**config.mk**
```make
export PLATFORM = sky130hd
export DESIGN_NAME = biq_coef_regs
export DESIGN_NICKNAME = d
export VERILOG_FILES = /design/src/assert_macros.svh /design/src/biq_pkg.sv /design/src/biq_coef_regs.sv
export SDC_FILE = /design/constraint.sdc
export NUM_CORES = 1
export LEC_CHECK = 0
export BUFFER_PORTS_ARGS = -buffer_cell sky130_fd_sc_hd__buf_4
export CELL_PAD_IN_SITES_DETAIL_PLACEMENT = 1
export CELL_PAD_IN_SITES_GLOBAL_PLACEMENT = 1
export CORE_AREA = 2 2 121 123
export DETAILED_ROUTE_END_ITERATION = 8
export DIE_AREA = 0 0 123 125
export PLACE_DENSITY_LB_ADDON = 0.15
export SLEW_MARGIN = 20
export SYNTH_ARGS = -nofsm -noshare
export SYNTH_HDL_FRONTEND = slang
export SYNTH_SLANG_ARGS = --single-unit
```
**constraint.sdc**
```tcl
create_clock -name clk -period 2.13 [get_ports clk]
set_input_delay 0.426 -clock clk [delete_from_list [all_inputs] [get_ports clk]]
set_output_delay 0.426 -clock clk [all_outputs]
set_load 0.01 [all_outputs]
```
**src/assert_macros.svh**
```systemverilog
`ifndef ASSERT_MACROS_SVH
`define ASSERT_MACROS_SVH

// Same-cycle implication check, held off while reset is asserted
`define CHK_IMPL(label, clk, rst_n, ante, cons) \
	label: assert property (@(posedge clk) disable iff (!(rst_n)) (ante) |-> (cons)) \
		else $error("check failed: same-cycle implication");

// Next-cycle implication check, held off while reset is asserted
`define CHK_NEXT(label, clk, rst_n, ante, cons) \
	label: assert property (@(posedge clk) disable iff (!(rst_n)) (ante) |=> (cons)) \
		else $error("check failed: next-cycle implication");

`endif

```
**src/biq_pkg.sv**
```systemverilog
`default_nettype none

package biq_pkg;

	// Datapath widths
	localparam int SAMPLE_WIDTH   = 24;
	localparam int COEF_WIDTH     = 32;
	localparam int COEF_FRAC_BITS = 26;
	localparam int OUT_WIDTH      = SAMPLE_WIDTH + 1;
	localparam int PROD_WIDTH     = COEF_WIDTH + OUT_WIDTH;
	// Five products plus sign growth of the sum
	localparam int ACC_WIDTH      = PROD_WIDTH + 3;
	localparam int ONE_SHIFT      = SAMPLE_WIDTH - 1 + COEF_FRAC_BITS;

	// Configuration register map
	localparam int NUM_COEFS      = 5;
	localparam int CFG_ADDR_WIDTH = $clog2(NUM_COEFS);

	typedef enum logic [CFG_ADDR_WIDTH-1:0] {
		REG_B0,
		REG_B1,
		REG_B2,
		REG_A1,
		REG_A2
	} cfg_reg_t;

	// Coefficient reset values
	localparam logic signed [COEF_WIDTH-1:0] COEF_ONE  = COEF_WIDTH'(1) << COEF_FRAC_BITS;
	localparam logic signed [COEF_WIDTH-1:0] COEF_ZERO = '0;

	// Accumulator constants: +1.0 in the exact product scale and half an output LSB
	localparam logic signed [ACC_WIDTH-1:0] ACC_ONE  = ACC_WIDTH'(1) << ONE_SHIFT;
	localparam logic signed [ACC_WIDTH-1:0] ACC_HALF = ACC_WIDTH'(1) << (COEF_FRAC_BITS - 1);

	// Output range limits in Q2.23
	localparam logic signed [OUT_WIDTH-1:0] OUT_MAX = OUT_WIDTH'(1) << (SAMPLE_WIDTH - 1);
	localparam logic signed [OUT_WIDTH-1:0] OUT_MIN = -OUT_MAX;

	typedef logic signed [SAMPLE_WIDTH-1:0] sample_t;
	typedef logic signed [OUT_WIDTH-1:0]    out_sample_t;
	typedef logic signed [COEF_WIDTH-1:0]   coef_t;
	typedef logic signed [ACC_WIDTH-1:0]    acc_t;

	typedef struct packed {
		coef_t b0;
		coef_t b1;
		coef_t b2;
		coef_t a1;
		coef_t a2;
	} coef_set_t;

	typedef struct packed {
		sample_t     x1;
		sample_t     x2;
		out_sample_t y1;
		out_sample_t y2;
	} hist_t;

endpackage

`default_nettype wire

```
**src/biq_coef_regs.sv**
```systemverilog
`default_nettype none

module biq_coef_regs (
	input  wire logic                             clk,
	input  wire logic                             arst_n,
	input  wire logic                             cfg_we,
	input  wire logic [biq_pkg::CFG_ADDR_WIDTH-1:0] cfg_addr,
	input  wire logic [biq_pkg::COEF_WIDTH-1:0]   cfg_data,
	output biq_pkg::coef_set_t                    coefs
);
	import biq_pkg::*;

	coef_set_t coefs_q;

	// Decode the write index; writes past the last register are dropped
	always_ff @(posedge clk or negedge arst_n) begin
		if (!arst_n) begin
			coefs_q.b0 <= COEF_ONE;
			coefs_q.b1 <= COEF_ZERO;
			coefs_q.b2 <= COEF_ZERO;
			coefs_q.a1 <= COEF_ZERO;
			coefs_q.a2 <= COEF_ZERO;
		end else if (cfg_we) begin
			unique case (cfg_addr)
				REG_B0: coefs_q.b0 <= cfg_data;
				REG_B1: coefs_q.b1 <= cfg_data;
				REG_B2: coefs_q.b2 <= cfg_data;
				REG_A1: coefs_q.a1 <= cfg_data;
				REG_A2: coefs_q.a2 <= cfg_data;
				default: ;
			endcase
		end
	end

	assign coefs = coefs_q;

endmodule

`default_nettype wire

```
==> results.json, run 1 <==
{
  "ios": 198,
  "crit_family": "flip-flops",
  "final_cell_mix": "buf_4, dfrtp_1, mux2_2",
  "drc": 0,
  "crit_slowest_cell": "dfstp_2",
  "detailed_place_hpwl_mm": 10.4,
  "max_stage_delay_ns": 0.54,
  "ys_ff_latch": 160,
  "power_density_nw_per_um2": 1130,
  "post_dp_cell_area_um2": 7790,
  "hp-class": "in2async",
  "grt_usage": 0.208,
  "r2r_slack_ns": 1.32,
  "tightestPinTransition_ns": 0.634,
  "path_buf_inv": 1,
  "critPathKind": "reg2out",
  "num_antenna_cells": 0,
  "fin_cells": 751,
  "root_buffer": "clkbuf_16",
  "max_cap_violations": 0,
  "drv_slew": 0,
  "setup_tns_ns": 0,
  "hold_buffers": 0,
  "antenna_found_initial": 0,
  "syn-num-nets": 381,
  "post_drt_via_cell_ratio": 5.00,
  "seq_area_frac_synth": 0.664,
  "portBuffers": 197,
  "synthToLayoutAreaGrowth_pct": 39.0,
  "layout-drive-gt1-share": 0.693,
  "finalWorstSetupSlack_ns": 0.626,
  "final_common_cell": "buf_4",
  "postCtsSetupRepairBufs": 0,
  "gr-total-overflow": 0,
  "violations": "negative hold slack",
  "die_h_um": 125,
  "grt_pass1_wl_mm": 23.7,
  "regToRegStartpoint": "coefs[150]$_DFFE_PN0P_",
  "slew_headroom": 0.578,
  "power_mw": 9.48,
  "cp.arrival_ns": 1.08,
  "rsz0062_at_grt": "no",
  "drtPass1Iterations": 4,
  "clock_latency_ns": 0.42,
  "netlist_instances": 343,
  "routed_wl_mm": 15.0,
  "wl_per_cell_um": 19.9,
  "cts_sinks": 160,
  "required_ns": 1.70,
  "reg2reg_to": "coefs[150]$_DFFE_PN0P_",
  "yosysWarnings": 0,
  "skew_ns": 0,
  "path_cells": "buf_4",
  "drtIter0Drc": 117,
  "num_rows": 44,
  "ys_types": 9,
  "fmax_ghz": 0.665,
  "ir_worst_vdd_mv": 0.492,
  "finalHoldViolations": 2,
  "whs_ns": -0.00341,
  "fin_crit_sh": 0.706,
  "p_leak_nw": 3.93,
  "startpoint_type": "flip-flop",
  "core_area_um2": 14200,
  "cts_buffer_depth": 2,
  "cts_tree": "built",
  "cts_buffers": 17,
  "place_inst": 719,
  "vias": 3757,
  "grt_max_degree": 67,
  "final_antenna_net_count": 0,
  "dp_slack_ns": 0.327,
  "nets": 592,
  "finalWeightedCongestion": 0.774,
  "setup_viol": 0,
  "postLayoutCoreUtil": 0.590,
  "die_w_um": 123,
  "synth_area_um2": 6030,
  "min_period_ns": 1.50,
  "status": "complete, but fails checks",
  "die_area_um2": 15400,
  "postCtsResizedCells": 0,
  "initial_core_util": 0.425,
  "grt_pass1_vias": 4118,
  "worstPathMaxFanout": 2,
  "h-tree-depth": 4,
  "clk_pin_slew_ns": 0.06,
  "r2r_cells": 1,
  "largest_reg_flops": 160,
  "postSynthAreaPerCell_um2": 17.6,
  "critPathCaptureType": "output port",
  "stdcell_area_um2": 8390
}
## layout make-up
cell class	instances	area, um2
clock buffers	21	460
multi-input cells	165	1910
clock inverters	11	138
well taps	184	230
flip-flops and latches	160	4010
repair buffers	210	1640
fillers	1349	5820
## per-layer routing
| metal | up-vias | track usage | share of wire |
|---|---|---|---|
| met5 | - | 0 | 0 |
| met4 | 0 | 0.0635 | 0.011 |
| met3 | 15 | 0.0821 | 0.078 |
| met2 | 129 | 0.325 | 0.48 |
| met1 | 1960 | 0.269 | 0.43 |
| li1 | 1653 | - | - |
## worst max-delay path by stage
stage / start / end / slack (ns) / cells past startpoint
after floorplan: cfg_addr[0] / coefs[128]$_DFFE_PN0P_ / 0.66 / 3
after global placement: cfg_addr[0] / coefs[131]$_DFFE_PN0P_ / 0.42 / 4
after detailed placement: cfg_addr[0] / coefs[130]$_DFFE_PN0P_ / 0.33 / 4
after CTS: coefs[154]$_DFFE_PN1P_ / coefs[154] / 0.60 / 1
after global routing: coefs[154]$_DFFE_PN1P_ / coefs[154] / 0.58 / 1
final: coefs[154]$_DFFE_PN1P_ / coefs[154] / 0.63 / 1
## Yosys cell counts
library cell  number  area share
dfrtp_1          159        0.66
mux2_1            12       0.022
nand4b_1           1      0.0015
nor4bb_1           3      0.0050
buf_2              6      0.0050
dfstp_2            1      0.0044
nor4b_4            1      0.0039
mux2_2           148        0.28
buf_6             12       0.022
## power breakdown
| part | total [mW] | leakage [nW] | internal (mW) | switching [mW] |
|---|---|---|---|---|
| clock network | 3.04 | 0.289 | 1.89 | 1.15 |
| registers | 4.10 | 1.92 | 3.72 | 0.383 |
| logic | 2.34 | 1.73 | 1.36 | 0.975 |
## logic make-up (layout without fill, tap and decap cells)
family | Yosys count | after routing | synth area share
muxes | 160 | 160 | 0.299
buffers and inverters | 18 | 242 | 0.0274
and+or+nand+nor | 5 | 5 | 0.0104
DFF | 160 | 160 | 0.664
Note: power is estimated with default switching activity, not from simulation.
==> run 2: changes to the inputs <==
--- a/config.mk
+++ b/config.mk
@@ -5,12 +5,13 @@
 export SDC_FILE = /design/constraint.sdc
 export NUM_CORES = 1
 export LEC_CHECK = 0
+export ABC_AREA = 1
 export BUFFER_PORTS_ARGS = -buffer_cell sky130_fd_sc_hd__buf_4
 export CELL_PAD_IN_SITES_DETAIL_PLACEMENT = 1
 export CELL_PAD_IN_SITES_GLOBAL_PLACEMENT = 1
-export CORE_AREA = 2 2 121 123
+export CORE_AREA = 2 2 134 136
 export DETAILED_ROUTE_END_ITERATION = 8
-export DIE_AREA = 0 0 123 125
+export DIE_AREA = 0 0 136 138
 export PLACE_DENSITY_LB_ADDON = 0.15
 export SLEW_MARGIN = 20
 export SYNTH_ARGS = -nofsm -noshare
==> constraint.sdc (replaced) <==
create_clock -name clk -period 1.5 [get_ports clk]
set_input_delay 0.3 -clock clk [delete_from_list [all_inputs] [get_ports clk]]
set_output_delay 0.3 -clock clk [all_outputs]
set_load 0.01 [all_outputs]
==> results.json, run 2 <==
{
  "nets": 937,
  "core_area_um2": 17500,
  "p_switching_mw": 3.88,
  "fin_crit_sh": 0.902,
  "cts_buffer_depth": 2,
  "whs_ns": 0.127,
  "startpoint_type": "flip-flop",
  "intPower_mw": 9.27,
  "ys.flop_type": "dfrtp_1",
  "cts_tree": "built",
  "power_density_nw_per_um2": 1510,
  "post_drt_via_cell_ratio": 4.93,
  "gr-total-overflow": 0,
  "required_ns": 1.20,
  "crit_slowest_cell": "dfstp_2",
  "final_antenna_net_count": 0,
  "drtIter0Drc": 269,
  "initial_core_util": 0.359,
  "routed_wl_mm": 21.3,
  "die_h_um": 138,
  "wl_per_cell_um": 18.7,
  "ys_types": 12,
  "hp-class": "in2reg",
  "min_period_ns": 1.35,
  "drv_slew": 0,
  "synthMostInstantiatedCell": "nand2_1",
  "cts_buffers": 17,
  "reg2reg_to": "coefs[154]$_DFFE_PN1P_",
  "max_cap_violations": 0,
  "grt_pass1_wl_mm": 33.0,
  "grt_max_degree": 46,
  "crit_family": "flip-flops",
  "drc": 0,
  "regToRegStartpoint": "coefs[154]$_DFFE_PN1P_",
  "hold_end": "coefs[57]$_DFFE_PN0P_",
  "postSynthAreaPerCell_um2": 8.95,
  "fmax_ghz": 0.739,
  "fin_cells": 1141,
  "synthToLayoutAreaGrowth_pct": 38.9,
  "postCtsResizedCells": 0,
  "critPathKind": "reg2out",
  "critPathCaptureType": "output port",
  "synth.area.top_cells": "dfrtp_1, nand2_1, nand3_1",
  "finalWorstSetupSlack_ns": 0.147,
  "ys_async_sr_fraction": 1.00,
  "ir_worst_vdd_mv": 0.844,
  "dp_slack_ns": 0.126,
  "p_leak_nw": 4.82,
  "seq_area_frac_synth": 0.637,
  "h-tree-depth": 4,
  "netlist.area_leader.share": 0.632,
  "layout-drive-gt1-share": 0.287,
  "rsz0062_at_grt": "no",
  "place_inst": 1108,
  "vias": 5621,
  "path_cells": "buf_4",
  "ys_ff_latch": 160,
  "largest_reg_flops": 160,
  "final_cell_mix": "nand2_1, buf_4, dfrtp_1",
  "postCtsSetupRepairBufs": 0,
  "path_buf_inv": 1,
  "cts_sinks": 160,
  "num_antenna_cells": 0,
  "syn-num-nets": 741,
  "pwr-share-comb": 0.228,
  "cp.arrival_ns": 1.05,
  "worstPathMaxFanout": 2,
  "finalWeightedCongestion": 0.759,
  "r2r_slack_ns": 0.81,
  "setup_viol": 0,
  "detailed_place_hpwl_mm": 15.1,
  "clock_latency_ns": 0.42,
  "synth_commonest_cells": "nand2_1, dfrtp_1, nand3_1",
  "grt_pass1_vias": 5734,
  "synth_area_um2": 6290,
  "antenna_found_initial": 0,
  "clkPwrFrac": 0.342,
  "synth_enable_flop_cells": 0,
  "ios": 198,
  "final_common_cell": "nand2_1",
  "whs_path_depth": 3,
  "yosysWarnings": 0,
  "die_area_um2": 18800,
  "slew_headroom": 0.707,
  "status": "finished, final reports clean",
  "tightestPinTransition_ns": 0.439,
  "pwr-share-seq": 0.430,
  "skew_ns": 0,
  "max_stage_delay_ns": 0.53,
  "finalHoldViolations": 0,
  "grt_usage": 0.231,
  "hold_buffers": 1,
  "drtPass1Iterations": 4,
  "hold_start": "cfg_data[25]",
  "portBuffers": 197,
  "r2r_cells": 2,
  "root_buffer": "clkbuf_16",
  "postLayoutCoreUtil": 0.498,
  "cp.depth": 1,
  "swShare": 0.295,
  "die_w_um": 136,
  "num_rows": 49,
  "setup_tns_ns": 0,
  "netlist_instances": 703,
  "yosysTopAreaCell": "dfrtp_1",
  "clk_pin_slew_ns": 0.07
}
run 2: routing by layer:
metal | vias to the layer above | global-route usage | share of wire
met5 | - | 0 | 0
li1 | 2611 | - | -
met1 | 2850 | 0.311 | 0.43
met3 | 19 | 0.0510 | 0.052
met2 | 141 | 0.380 | 0.50
met4 | 0 | 0.0565 | 0.013
run 2: power by group through the flow:
stage / registers [mW] / clock network (mW) / logic, mW
CTS: 5.66 / 4.59 / 3.06
global placement: 5.70 / 0 / 2.95
global route: 5.75 / 4.79 / 3.28
floorplan: 6.01 / 0 / 0.762
finish: 5.66 / 4.50 / 2.99
detailed placement: 5.73 / 0 / 3.05
run 2: kinds of logic (layout without fill, tap and decap cells):
logic type,after synthesis,count (layout),synth area share
flops,160,160,0.637
buf+inv,50,259,0.0394
simple gates,493,493,0.324
run 2: final cells by class:
cell class	count	area, um2
clock buffer	20	457
inverter	6	22.5
fill	2085	8800
sequential	160	4010
timing repair buffer	221	1770
multi-input combinational	493	2040
clock inverter	12	158
tap	229	287
run 2: how the worst max path moves through the flow:
stage / startpoint / end / slack [ns]
3_3_place_gp: cfg_addr[1] / coefs[68]$_DFFE_PN0P_ / 0.20
3_5_place_dp: cfg_addr[1] / coefs[80]$_DFFE_PN0P_ / 0.13
6_report: coefs[154]$_DFFE_PN1P_ / coefs[154] / 0.15
5_1_grt: coefs[154]$_DFFE_PN1P_ / coefs[154] / 0.11
4_1_cts: coefs[154]$_DFFE_PN1P_ / coefs[154] / 0.13
2_1_floorplan: cfg_we / coefs[139]$_DFFE_PN0P_ / 0.48
run 2: metrics by stage:
| stage | area [um2] | total power [mW] |
|---|---|---|
| floorplan | 6290 | 6.77 |
| CTS | 8740 | 13.3 |
| finish | 8740 | 13.2 |
| global placement | 8110 | 8.65 |
| global route | 8740 | 13.8 |
| detailed placement | 8110 | 8.78 |
run 2: worst reg2reg max path, stage by stage, from the launching register on:
cell	delay, ns
dfstp_2	0.53
nand2_1	0.05
nand2_1	0.06
